===== src/design/bba_pkg.sv =====
`default_nettype none

package bba_pkg;

    localparam int CMD_W      = 2;
    localparam int IDX_W      = 8;
    localparam int STATUS_W   = 2;
    localparam int DISK_W     = 9;
    localparam int START_W    = 8;
    localparam int COUNT_W    = 9;
    localparam int ROW_BITS   = 8;
    localparam int ROW_SHIFT  = 3;
    localparam int APB_ADDR_W = 3;
    localparam int APB_DATA_W = 32;

    localparam logic [COUNT_W-1:0] COUNT_MAX       = 9'd256;
    localparam logic [DISK_W-1:0]  DISK_BLOCKS_RST = 9'd256;
    localparam logic [START_W-1:0] DATA_START_RST  = 8'd8;

    typedef enum logic [CMD_W-1:0] {
        CMD_FORMAT = 2'd0,
        CMD_ALLOC  = 2'd1,
        CMD_FREE   = 2'd2,
        CMD_QUERY  = 2'd3
    } t_cmd;

    typedef enum logic [STATUS_W-1:0] {
        STS_OK           = 2'd0,
        STS_NO_FREE      = 2'd1,
        STS_OUT_OF_RANGE = 2'd2
    } t_status;

    typedef enum logic {
        REG_DISK_BLOCKS = 1'b0,
        REG_DATA_START  = 1'b1
    } t_reg;

endpackage

`default_nettype wire


===== src/design/bba_req_if.sv =====
`default_nettype none

interface bba_req_if import bba_pkg::*; ();
    logic             valid;
    logic             ready;
    logic [CMD_W-1:0] cmd;
    logic [IDX_W-1:0] block_index;

    modport source (output valid, output cmd, output block_index, input ready);
    modport sink   (input valid, input cmd, input block_index, output ready);
endinterface

`default_nettype wire


===== src/design/bba_rsp_if.sv =====
`default_nettype none

interface bba_rsp_if import bba_pkg::*; ();
    logic                valid;
    logic                ready;
    logic [STATUS_W-1:0] status;
    logic [IDX_W-1:0]    granted_block;
    logic [COUNT_W-1:0]  free_count;

    modport source (output valid, output status, output granted_block, output free_count,
                    input ready);
    modport sink   (input valid, input status, input granted_block, input free_count,
                    output ready);
endinterface

`default_nettype wire


===== src/design/bba_ram.sv =====
`default_nettype none

module bba_ram #(
    parameter int WIDTH = 8,
    parameter int DEPTH = 32,
    parameter int AW    = 5
) (
    input  wire logic             i_clk,
    input  wire logic             i_we,
    input  wire logic [AW-1:0]    i_waddr,
    input  wire logic [WIDTH-1:0] i_wdata,
    input  wire logic             i_re,
    input  wire logic [AW-1:0]    i_raddr,
    output logic      [WIDTH-1:0] o_rdata
);

    logic [WIDTH-1:0] r_mem [DEPTH];
    logic [WIDTH-1:0] r_rdata;

    always_ff @(posedge i_clk) begin
        if (i_we) begin
            r_mem[i_waddr] <= i_wdata;
        end
        if (i_re) begin
            r_rdata <= r_mem[i_raddr];
        end
    end

    assign o_rdata = r_rdata;

endmodule

`default_nettype wire


===== src/design/block_bitmap_allocator_unit.sv =====
// First-fit disk block allocator over a used/free bitmap held in a RAM of 8-bit rows
// (one bit per block, bit j of row r is block 8*r+j). Format rewrites every row, marking
// blocks below data_start used, and reloads the free count; allocate scans rows from the
// row of data_start upward, one row read per cycle through the single RAM read port, and
// marks the lowest free block below the disk size; free does a read-modify-write of one
// row. Every command returns one word carrying the status, the granted block (zero unless
// an allocate succeeds) and the free count. One command is in flight at a time, and the
// next is taken while the previous result word waits in the output register. After reset
// a clearing pass wipes the map and no command is taken meanwhile; configuration writes
// are taken at any time. Registers: disk_blocks at byte address 0, data_start at 4.
`default_nettype none

module block_bitmap_allocator_unit import bba_pkg::*; #(
    parameter int MAP_BLOCKS = 256
) (
    input  wire logic                  i_clk,
    input  wire logic                  i_rst_n,
    bba_req_if.sink                    i_req,
    bba_rsp_if.source                  o_rsp,
    input  wire logic                  psel,
    input  wire logic                  penable,
    input  wire logic                  pwrite,
    input  wire logic [APB_ADDR_W-1:0] paddr,
    input  wire logic [APB_DATA_W-1:0] pwdata,
    output logic      [APB_DATA_W-1:0] prdata,
    output logic                       pready
);

    localparam int ROWS = (MAP_BLOCKS + ROW_BITS - 1) / ROW_BITS;
    localparam int RAW  = (ROWS > 1) ? $clog2(ROWS) : 1;
    localparam int RCW  = RAW + 1;
    localparam int PW   = (RAW + 4 > 10) ? RAW + 4 : 10;

    localparam logic [PW-1:0]  MAP_PW   = PW'(MAP_BLOCKS);
    localparam logic [RCW-1:0] LAST_ROW = RCW'(ROWS - 1);
    localparam logic [RCW-1:0] ROWS_CNT = RCW'(ROWS);

    typedef enum logic [4:0] {
        S_SWEEP = 5'b00001,
        S_IDLE  = 5'b00010,
        S_SCAN  = 5'b00100,
        S_FREE  = 5'b01000,
        S_DONE  = 5'b10000
    } t_state;

    // configuration registers
    logic [DISK_W-1:0]  r_disk_blocks;
    logic [START_W-1:0] r_data_start;
    logic               cfg_wr;
    t_reg               cfg_reg;

    assign cfg_wr  = psel && penable && pwrite;
    assign cfg_reg = t_reg'(paddr[2]);
    assign pready  = 1'b1;

    always_ff @(posedge i_clk) begin
        if (!i_rst_n) begin
            r_disk_blocks <= DISK_BLOCKS_RST;
            r_data_start  <= DATA_START_RST;
        end else if (cfg_wr) begin
            unique case (cfg_reg)
                REG_DISK_BLOCKS: r_disk_blocks <= pwdata[DISK_W-1:0];
                REG_DATA_START:  r_data_start  <= pwdata[START_W-1:0];
                default: ;
            endcase
        end
    end

    always_comb begin
        unique case (cfg_reg)
            REG_DISK_BLOCKS: prdata = APB_DATA_W'(r_disk_blocks);
            REG_DATA_START:  prdata = APB_DATA_W'(r_data_start);
            default:         prdata = '0;
        endcase
    end

    // sequencer state
    t_state               r_state,      n_state;
    logic [RCW-1:0]       r_row,        n_row;
    logic                 r_fmt,        n_fmt;
    logic [RAW-1:0]       r_chk_row,    n_chk_row;
    logic                 r_chk_vld,    n_chk_vld;
    logic [RAW-1:0]       r_frow,       n_frow;
    logic [ROW_SHIFT-1:0] r_fbit,       n_fbit;
    logic                 r_fin_disk,   n_fin_disk;
    logic [COUNT_W-1:0]   r_free_cnt,   n_free_cnt;
    t_status              r_status,     n_status;
    logic [IDX_W-1:0]     r_granted,    n_granted;
    logic                 r_out_valid,  n_out_valid;
    t_status              r_out_status, n_out_status;
    logic [IDX_W-1:0]     r_out_grant,  n_out_grant;
    logic [COUNT_W-1:0]   r_out_count,  n_out_count;

    // map RAM
    logic                ram_we;
    logic [RAW-1:0]      ram_waddr;
    logic [ROW_BITS-1:0] ram_wdata;
    logic                ram_re;
    logic [RAW-1:0]      ram_raddr;
    logic [ROW_BITS-1:0] ram_rdata;

    bba_ram #(
        .WIDTH (ROW_BITS),
        .DEPTH (ROWS),
        .AW    (RAW)
    ) u_map (
        .i_clk   (i_clk),
        .i_we    (ram_we),
        .i_waddr (ram_waddr),
        .i_wdata (ram_wdata),
        .i_re    (ram_re),
        .i_raddr (ram_raddr),
        .o_rdata (ram_rdata)
    );

    // derived bounds
    logic [PW-1:0] ds_pw;
    logic [PW-1:0] bound_pw;
    logic [PW-1:0] rsv_pw;
    logic [PW-1:0] fmt_cnt_pw;
    logic [PW-1:0] idx_pw;
    t_cmd          req_cmd;
    logic          accept;

    assign ds_pw      = PW'(r_data_start);
    assign bound_pw   = (PW'(r_disk_blocks) < MAP_PW) ? PW'(r_disk_blocks) : MAP_PW;
    assign rsv_pw     = (ds_pw < MAP_PW) ? ds_pw : MAP_PW;
    assign fmt_cnt_pw = bound_pw - rsv_pw;
    assign idx_pw     = PW'(i_req.block_index);
    assign req_cmd    = t_cmd'(i_req.cmd);
    assign accept     = i_req.valid && i_req.ready;
    assign i_req.ready = (r_state == S_IDLE);

    // row check: candidates are free bits inside [data_start, disk bound)
    logic [PW-1:0]        chk_pos [ROW_BITS];
    logic [PW-1:0]        sw_pos  [ROW_BITS];
    logic [ROW_BITS-1:0]  cand;
    logic [ROW_BITS-1:0]  sweep_pat;
    logic [ROW_SHIFT-1:0] hit_bit;
    logic                 hit;
    logic [PW-1:0]        next_start;
    logic                 chk_last;
    logic [PW-1:0]        grant_pw;

    always_comb begin
        for (int j = 0; j < ROW_BITS; j++) begin
            chk_pos[j]   = PW'({r_chk_row, ROW_SHIFT'(j)});
            sw_pos[j]    = PW'({r_row[RAW-1:0], ROW_SHIFT'(j)});
            cand[j]      = !ram_rdata[j] && (chk_pos[j] >= ds_pw) && (chk_pos[j] < bound_pw);
            sweep_pat[j] = r_fmt && (sw_pos[j] < ds_pw);
        end
        hit_bit = '0;
        for (int j = ROW_BITS - 1; j >= 0; j--) begin
            if (cand[j]) begin
                hit_bit = ROW_SHIFT'(j);
            end
        end
    end

    assign hit        = |cand;
    assign next_start = (PW'(r_chk_row) + PW'(1)) << ROW_SHIFT;
    assign chk_last   = (next_start >= bound_pw);
    assign grant_pw   = PW'({r_chk_row, hit_bit});

    always_comb begin
        n_state      = r_state;
        n_row        = r_row;
        n_fmt        = r_fmt;
        n_chk_row    = r_chk_row;
        n_chk_vld    = r_chk_vld;
        n_frow       = r_frow;
        n_fbit       = r_fbit;
        n_fin_disk   = r_fin_disk;
        n_free_cnt   = r_free_cnt;
        n_status     = r_status;
        n_granted    = r_granted;
        n_out_valid  = r_out_valid;
        n_out_status = r_out_status;
        n_out_grant  = r_out_grant;
        n_out_count  = r_out_count;
        ram_we       = 1'b0;
        ram_waddr    = '0;
        ram_wdata    = '0;
        ram_re       = 1'b0;
        ram_raddr    = '0;

        // drop the result word once taken
        if (r_out_valid && o_rsp.ready) begin
            n_out_valid = 1'b0;
        end

        unique case (r_state)
            S_SWEEP: begin
                ram_we    = 1'b1;
                ram_waddr = r_row[RAW-1:0];
                ram_wdata = sweep_pat;
                if (r_row == LAST_ROW) begin
                    n_state = r_fmt ? S_DONE : S_IDLE;
                end else begin
                    n_row = r_row + RCW'(1);
                end
            end
            S_IDLE: begin
                if (accept) begin
                    n_status  = STS_OK;
                    n_granted = '0;
                    unique case (req_cmd)
                        CMD_FORMAT: begin
                            n_fmt      = 1'b1;
                            n_row      = '0;
                            n_free_cnt = (rsv_pw < bound_pw) ? fmt_cnt_pw[COUNT_W-1:0] : '0;
                            n_state    = S_SWEEP;
                        end
                        CMD_ALLOC: begin
                            if (ds_pw >= bound_pw) begin
                                n_status = STS_NO_FREE;
                                n_state  = S_DONE;
                            end else begin
                                n_row     = {1'b0, ds_pw[RAW+ROW_SHIFT-1:ROW_SHIFT]};
                                n_chk_vld = 1'b0;
                                n_state   = S_SCAN;
                            end
                        end
                        CMD_FREE: begin
                            if (idx_pw >= MAP_PW) begin
                                n_status = STS_OUT_OF_RANGE;
                                n_state  = S_DONE;
                            end else begin
                                ram_re     = 1'b1;
                                ram_raddr  = idx_pw[RAW+ROW_SHIFT-1:ROW_SHIFT];
                                n_frow     = idx_pw[RAW+ROW_SHIFT-1:ROW_SHIFT];
                                n_fbit     = i_req.block_index[ROW_SHIFT-1:0];
                                n_fin_disk = (idx_pw < bound_pw);
                                n_state    = S_FREE;
                            end
                        end
                        CMD_QUERY: begin
                            n_state = S_DONE;
                        end
                        default: ;
                    endcase
                end
            end
            S_SCAN: begin
                if (r_chk_vld && hit) begin
                    // claim the lowest free block of this row
                    ram_we    = 1'b1;
                    ram_waddr = r_chk_row;
                    ram_wdata = ram_rdata | (ROW_BITS'(1) << hit_bit);
                    n_granted = grant_pw[IDX_W-1:0];
                    if (r_free_cnt != '0) begin
                        n_free_cnt = r_free_cnt - COUNT_W'(1);
                    end
                    n_state = S_DONE;
                end else if (r_chk_vld && chk_last) begin
                    n_status = STS_NO_FREE;
                    n_state  = S_DONE;
                end else if (r_row < ROWS_CNT) begin
                    // advance: fetch the next row while this one is checked
                    ram_re    = 1'b1;
                    ram_raddr = r_row[RAW-1:0];
                    n_chk_row = r_row[RAW-1:0];
                    n_chk_vld = 1'b1;
                    n_row     = r_row + RCW'(1);
                end
            end
            S_FREE: begin
                if (ram_rdata[r_fbit]) begin
                    ram_we    = 1'b1;
                    ram_waddr = r_frow;
                    ram_wdata = ram_rdata & ~(ROW_BITS'(1) << r_fbit);
                    if (r_fin_disk && (r_free_cnt < COUNT_MAX)) begin
                        n_free_cnt = r_free_cnt + COUNT_W'(1);
                    end
                end
                n_state = S_DONE;
            end
            S_DONE: begin
                // hold until the output register is free
                if (!r_out_valid || o_rsp.ready) begin
                    n_out_valid  = 1'b1;
                    n_out_status = r_status;
                    n_out_grant  = r_granted;
                    n_out_count  = r_free_cnt;
                    n_state      = S_IDLE;
                end
            end
            default: begin
                n_state = S_IDLE;
            end
        endcase
    end

    always_ff @(posedge i_clk) begin
        if (!i_rst_n) begin
            r_state     <= S_SWEEP;
            r_row       <= '0;
            r_fmt       <= 1'b0;
            r_chk_vld   <= 1'b0;
            r_free_cnt  <= COUNT_MAX;
            r_out_valid <= 1'b0;
        end else begin
            r_state     <= n_state;
            r_row       <= n_row;
            r_fmt       <= n_fmt;
            r_chk_vld   <= n_chk_vld;
            r_free_cnt  <= n_free_cnt;
            r_out_valid <= n_out_valid;
        end
    end

    always_ff @(posedge i_clk) begin
        r_chk_row    <= n_chk_row;
        r_frow       <= n_frow;
        r_fbit       <= n_fbit;
        r_fin_disk   <= n_fin_disk;
        r_status     <= n_status;
        r_granted    <= n_granted;
        r_out_status <= n_out_status;
        r_out_grant  <= n_out_grant;
        r_out_count  <= n_out_count;
    end

    assign o_rsp.valid         = r_out_valid;
    assign o_rsp.status        = r_out_status;
    assign o_rsp.granted_block = r_out_grant;
    assign o_rsp.free_count    = r_out_count;

    a_no_write_idle: assert property (@(posedge i_clk) disable iff (!i_rst_n)
        (r_state == S_IDLE) |-> !ram_we)
        else $error("map written while idle");

    a_accept_leaves_idle: assert property (@(posedge i_clk) disable iff (!i_rst_n)
        accept |=> (r_state != S_IDLE))
        else $error("command accepted without leaving idle");

    a_grant_only_ok: assert property (@(posedge i_clk) disable iff (!i_rst_n)
        (o_rsp.valid && (o_rsp.status != STS_OK)) |-> (o_rsp.granted_block == '0))
        else $error("block granted on a failed command");

    a_read_in_map: assert property (@(posedge i_clk) disable iff (!i_rst_n)
        ram_re |-> (RCW'(ram_raddr) < ROWS_CNT))
        else $error("map read beyond last row");

    a_load_from_done: assert property (@(posedge i_clk) disable iff (!i_rst_n)
        $rose(r_out_valid) |-> ($past(r_state) == S_DONE))
        else $error("result word loaded outside completion");

endmodule

`default_nettype wire


===== src/flat_wrapper.sv =====
// flat-port wrapper written by rule: the top's interface ports become plain ports
module block_bitmap_allocator_unit_flat import bba_pkg::*;
#(
    parameter int MAP_BLOCKS = 256
)
  (i_clk, i_rst_n, psel, penable, pwrite, paddr, pwdata, prdata, pready, i_req_valid, i_req_cmd, i_req_block_index, i_req_ready, o_rsp_valid, o_rsp_status, o_rsp_granted_block, o_rsp_free_count, o_rsp_ready);
  bba_req_if i_req_i ();
  bba_rsp_if o_rsp_i ();
  input  wire logic i_clk;
  input  wire logic i_rst_n;
  input  wire logic psel;
  input  wire logic penable;
  input  wire logic pwrite;
  input  wire logic [APB_ADDR_W-1:0] paddr;
  input  wire logic [APB_DATA_W-1:0] pwdata;
  output logic      [APB_DATA_W-1:0] prdata;
  output logic pready;
  input wire logic [$bits(i_req_i.valid)-1:0] i_req_valid;
  input wire logic [$bits(i_req_i.cmd)-1:0] i_req_cmd;
  input wire logic [$bits(i_req_i.block_index)-1:0] i_req_block_index;
  output wire logic [$bits(i_req_i.ready)-1:0] i_req_ready;
  output wire logic [$bits(o_rsp_i.valid)-1:0] o_rsp_valid;
  output wire logic [$bits(o_rsp_i.status)-1:0] o_rsp_status;
  output wire logic [$bits(o_rsp_i.granted_block)-1:0] o_rsp_granted_block;
  output wire logic [$bits(o_rsp_i.free_count)-1:0] o_rsp_free_count;
  input wire logic [$bits(o_rsp_i.ready)-1:0] o_rsp_ready;
  assign i_req_i.valid = i_req_valid;
  assign i_req_i.cmd = i_req_cmd;
  assign i_req_i.block_index = i_req_block_index;
  assign i_req_ready = i_req_i.ready;
  assign o_rsp_valid = o_rsp_i.valid;
  assign o_rsp_status = o_rsp_i.status;
  assign o_rsp_granted_block = o_rsp_i.granted_block;
  assign o_rsp_free_count = o_rsp_i.free_count;
  assign o_rsp_i.ready = o_rsp_ready;
  block_bitmap_allocator_unit #(.MAP_BLOCKS(MAP_BLOCKS)) u_core (.i_clk(i_clk), .i_rst_n(i_rst_n), .i_req(i_req_i), .o_rsp(o_rsp_i), .psel(psel), .penable(penable), .pwrite(pwrite), .paddr(paddr), .pwdata(pwdata), .prdata(prdata), .pready(pready));
endmodule

===== config.mk =====
export PLATFORM = sky130hd
export DESIGN_NAME = block_bitmap_allocator_unit_flat
export DESIGN_NICKNAME = d
export VERILOG_FILES = /design/src/design/bba_pkg.sv /design/src/design/bba_req_if.sv /design/src/design/bba_rsp_if.sv /design/src/design/bba_ram.sv /design/src/design/block_bitmap_allocator_unit.sv /design/src/flat_wrapper.sv
export SDC_FILE = /design/constraint.sdc
export NUM_CORES = 1
export LEC_CHECK = 0
export ABC_AREA = 1
export BUFFER_PORTS_ARGS = -buffer_cell sky130_fd_sc_hd__buf_4
export CORE_UTILIZATION = 60
export CTS_CLUSTER_SIZE = 8
export DETAILED_ROUTE_END_ITERATION = 16
export PLACE_DENSITY = 0.91
export SLEW_MARGIN = 20
export SYNTH_ARGS = -nofsm -noshare
export SYNTH_HDL_FRONTEND = slang
export SYNTH_HIERARCHICAL = 1
export SYNTH_SLANG_ARGS = --single-unit

===== constraint.sdc =====
create_clock -name i_clk -period 4.8 [get_ports i_clk]
set_clock_uncertainty 0.1 [all_clocks]
set_input_delay 0.96 -clock i_clk [delete_from_list [all_inputs] [get_ports i_clk]]
set_output_delay 0.96 -clock i_clk [all_outputs]
set_load 0.01 [all_outputs]

==> results by group <==
Status
  • Result of the run: complete, no violations

Setup path
  • Slowest stage delay, CP: about 0.41 ns
  • Path type of the worst setup path: flop to flop
  • Critical Path Slowest Stage Cell: dfxtp_2
  • Kind of end point of the critical path: flop
  • Critical path startpoint category: flop
  • Worst Path Max Fanout: 128
  • Data arrival time of the critical path: around 5 ns
  • Most used cell, CP: nand2_1
  • Critical path required time: 5.12 ns

Layout
  • Most common cell after layout, fill and taps aside: nand2_1
  • Layout cells sized above 1: about an eighth
  • Fin nets: roughly 2000
  • Antenna cell count: 0
  • Most frequent cells in the layout: 529 x nand2_1, 305 x edfxtp_1, 248 x nand3_1, 126 x nor2_1, 118 x inv_1
  • Post-route cell area: 19500 um^2
  • Area Overhead vs Synth: 13.3%
  • Final core occ: just under 70%

CTS
  • Clk Latency, worst-skew pair: 0.55 ns
  • Setup Fix Bufs, Post-CTS: 0
  • Clock Path Buffers: 3
  • Clock root cell: clkbuf_16
  • TritonCTS clock tree: yes
  • Clock Sinks: 345
  • Max H-tree Level: 2
  • Clock-pin transition on the worst setup and hold timing paths: around 0.050 ns
  • Total CTS buffers: 49

Timing
  • Slew @ Worst Pin: between 0.9 and 1 ns
  • Setup Viol. Count Final: 0
  • Relative slew slack: between 30 and 40%
  • Worst setup slack after layout: approximately 0.23 ns
  • Setup TNS: 0 ns
  • RSZ-0062 raised after global routing: false
  • Final period util: between 90% and 100%
  • Tmin final: about 4.6 ns
  • Hold slack: around 0.31 ns
  • Hold Violations, Final: 0
  • Slew Limit Fails: 0
  • Max Freq: around 0.22 GHz

Yosys
  • Syn Area/Cell: about 9.7 um^2
  • Synth Cell Area: approximately 17000 um^2
  • Synth Warn #: 6
  • Seq/Total Area, Yosys: between 50% and 60%
  • Post-synth cell types: 49
  • Number of flops mapped to enable cells by yosys: approximately 310
  • Post-synth ARST share: 0%
  • Gate Count Post-Synth: about 1800
  • Synth Register Bits: 345
  • Top FF cell, synth: edfxtp_1

Power
  • Clock share of power: a little over two fifths
  • Flop pwr share: a little under half
  • Switching power: approximately 1.8 mW
  • Sw Ratio: 25.0%
  • Power per cell area: around 380 nW/um^2
  • Max VDD drop: 0.459 mV
  • Int Pwr: 5.53 mW
  • Combinational share of power: a little over a tenth
  • Leak pwr: between 8 and 9 nW

Die
  • Die outline width: 171 um
  • Die height: ~170 um
  • Die area: between 20000 and 30000 um^2
  • Starting Density: 61.4%
  • Core ar.: approximately 28000 um^2
  • Ports: 106
  • FP Rows: 61

Placed design
  • HPWL after detailed placement: around 28000 um
  • Pre-CTS WS: ~0.3 ns
  • I/O Buffers: 55
  • Area after DPL: 18100 um^2
  • GP Congestion: around 0.96

Global route
  • Largest net degree at the start of global routing: 129
  • Vias in the first global route: approximately 13000
  • Remaining Overflow, GRT: 0
  • Global-route wire length before repair: 67000 um
  • All-Layer GR Usage: between 20% and 30%
  • Initial antenna violation count: 0

Route
  • Via count: about 14000
  • Drc violations: 0
  • Via density per instance: slightly below 6
  • Post-route ant nets: 0
  • Iteration-0 DRC count of the detailed router: around 1600
  • First-pass DRT Iterations: 8
  • WL/cell: between 15 and 20 um
  • Routed Wire Length: 43400 um

Worst hold path
  • Hold Path Class: flop to flop

Job
  • Maxcap violations: 0
==> logic make-up after synthesis <==
kind of cell               count (synthesis)  synth area share (%)
AOI/OAI and AO/OA                        166                  5.41
xor gates and xnor gates                  12                 0.611
adders and majority gates                 63                  4.67
buffers and inverters                    220                  6.73
DFF                                      345                  57.9
other                                      2                0.0437
and+or+nand+nor                          971                  24.6
==> power groups by stage <==
stage	clock network (mW)	logic [mW]	registers, mW
floorplan	0	0.520	3.50
global placement	0	0.737	3.51
detailed placement	0	0.772	3.52
CTS	3.12	0.787	3.46
global route	3.23	0.892	3.47
finish	3.09	0.814	3.46
==> layout make-up <==
class	instances	area, um^2
sequential	345	9960
fill	1858	8520
multi-input combinational	1237	6200
clock buffer	73	1320
timing repair buffer	120	980
inverter	130	489
tap	378	473
clock inverter	4	67.6
==> path summary, 6_finish.rpt <==
check / to / slack (ns) / start / cells past startpoint
max reg2reg: u_core/u_map/o_rdata[2] / 0.23 / u_core/r_disk_blocks[8] / 28
min: u_core/o_rsp.granted_block[0] / 0.31 / u_core/r_granted[0] / 0
max: u_core/u_map/o_rdata[2] / 0.23 / u_core/r_disk_blocks[8] / 28
min reg2reg: u_core/o_rsp.granted_block[0] / 0.31 / u_core/r_granted[0] / 0
==> per-stage QoR <==
step                      instances  total power [mW]
after floorplan                1802              4.02
after global placement         2210              4.24
after detailed placement       2210              4.29
after CTS                      2287              7.37
after global routing           2287              7.59
final                          2287              7.37
==> registers in the layout, indices dropped and copies added (netlist names), 6 cells and up <==
name,count
u_core/o_rsp.free_count,9
u_core/o_rsp.granted_block,8
u_core/r_data_start,8
u_core/r_disk_blocks,9
u_core/r_free_cnt,9
u_core/r_granted,8
u_core/r_row,6
u_core/u_map/o_rdata,8
u_core/u_map/r_mem,256
==> synthesized netlist by cell type (all sizes together), types with 4 or more instances <==
library cell  count  share of area, %
o22ai             8              0.29
buf              75               3.6
ha               61               4.4
nand3           253               7.5
nand2           544                12
xor2             11              0.56
clkbuf           15              0.33
nor2            136               3.4
a21oi            65               1.9
nor4              4              0.23
dfxtp            40               4.7
o211ai            8              0.35
a31oi             8              0.29
nand4            20              0.84
nor3              8              0.23
inv             130               2.8
o21ai            62               1.8
edfxtp          305                53
==> critical path, delay by kind of cell, from the launching register on <==
family	cells	cell delay [ns]
buf+inv	3	0.62
fa+ha+maj	1	0.29
compound gates	1	0.29
simple gates	23	2.57
flops	1	0.41
==> repair_timing <==
item	in CTS	in global routing
gates resized for setup	0	2
endpoints found under the setup margin	0	8
hold buffers	0	0
==> per-layer routing <==
layer	track usage, %	up-vias	part of all wire [%]
met1	37.0	6380	37
met3	5.22	164	10
met2	51.2	865	49
met5	0	-	0
li1	-	6225	-
met4	12.3	0	3.7
(Power assumes the default switching activity.)
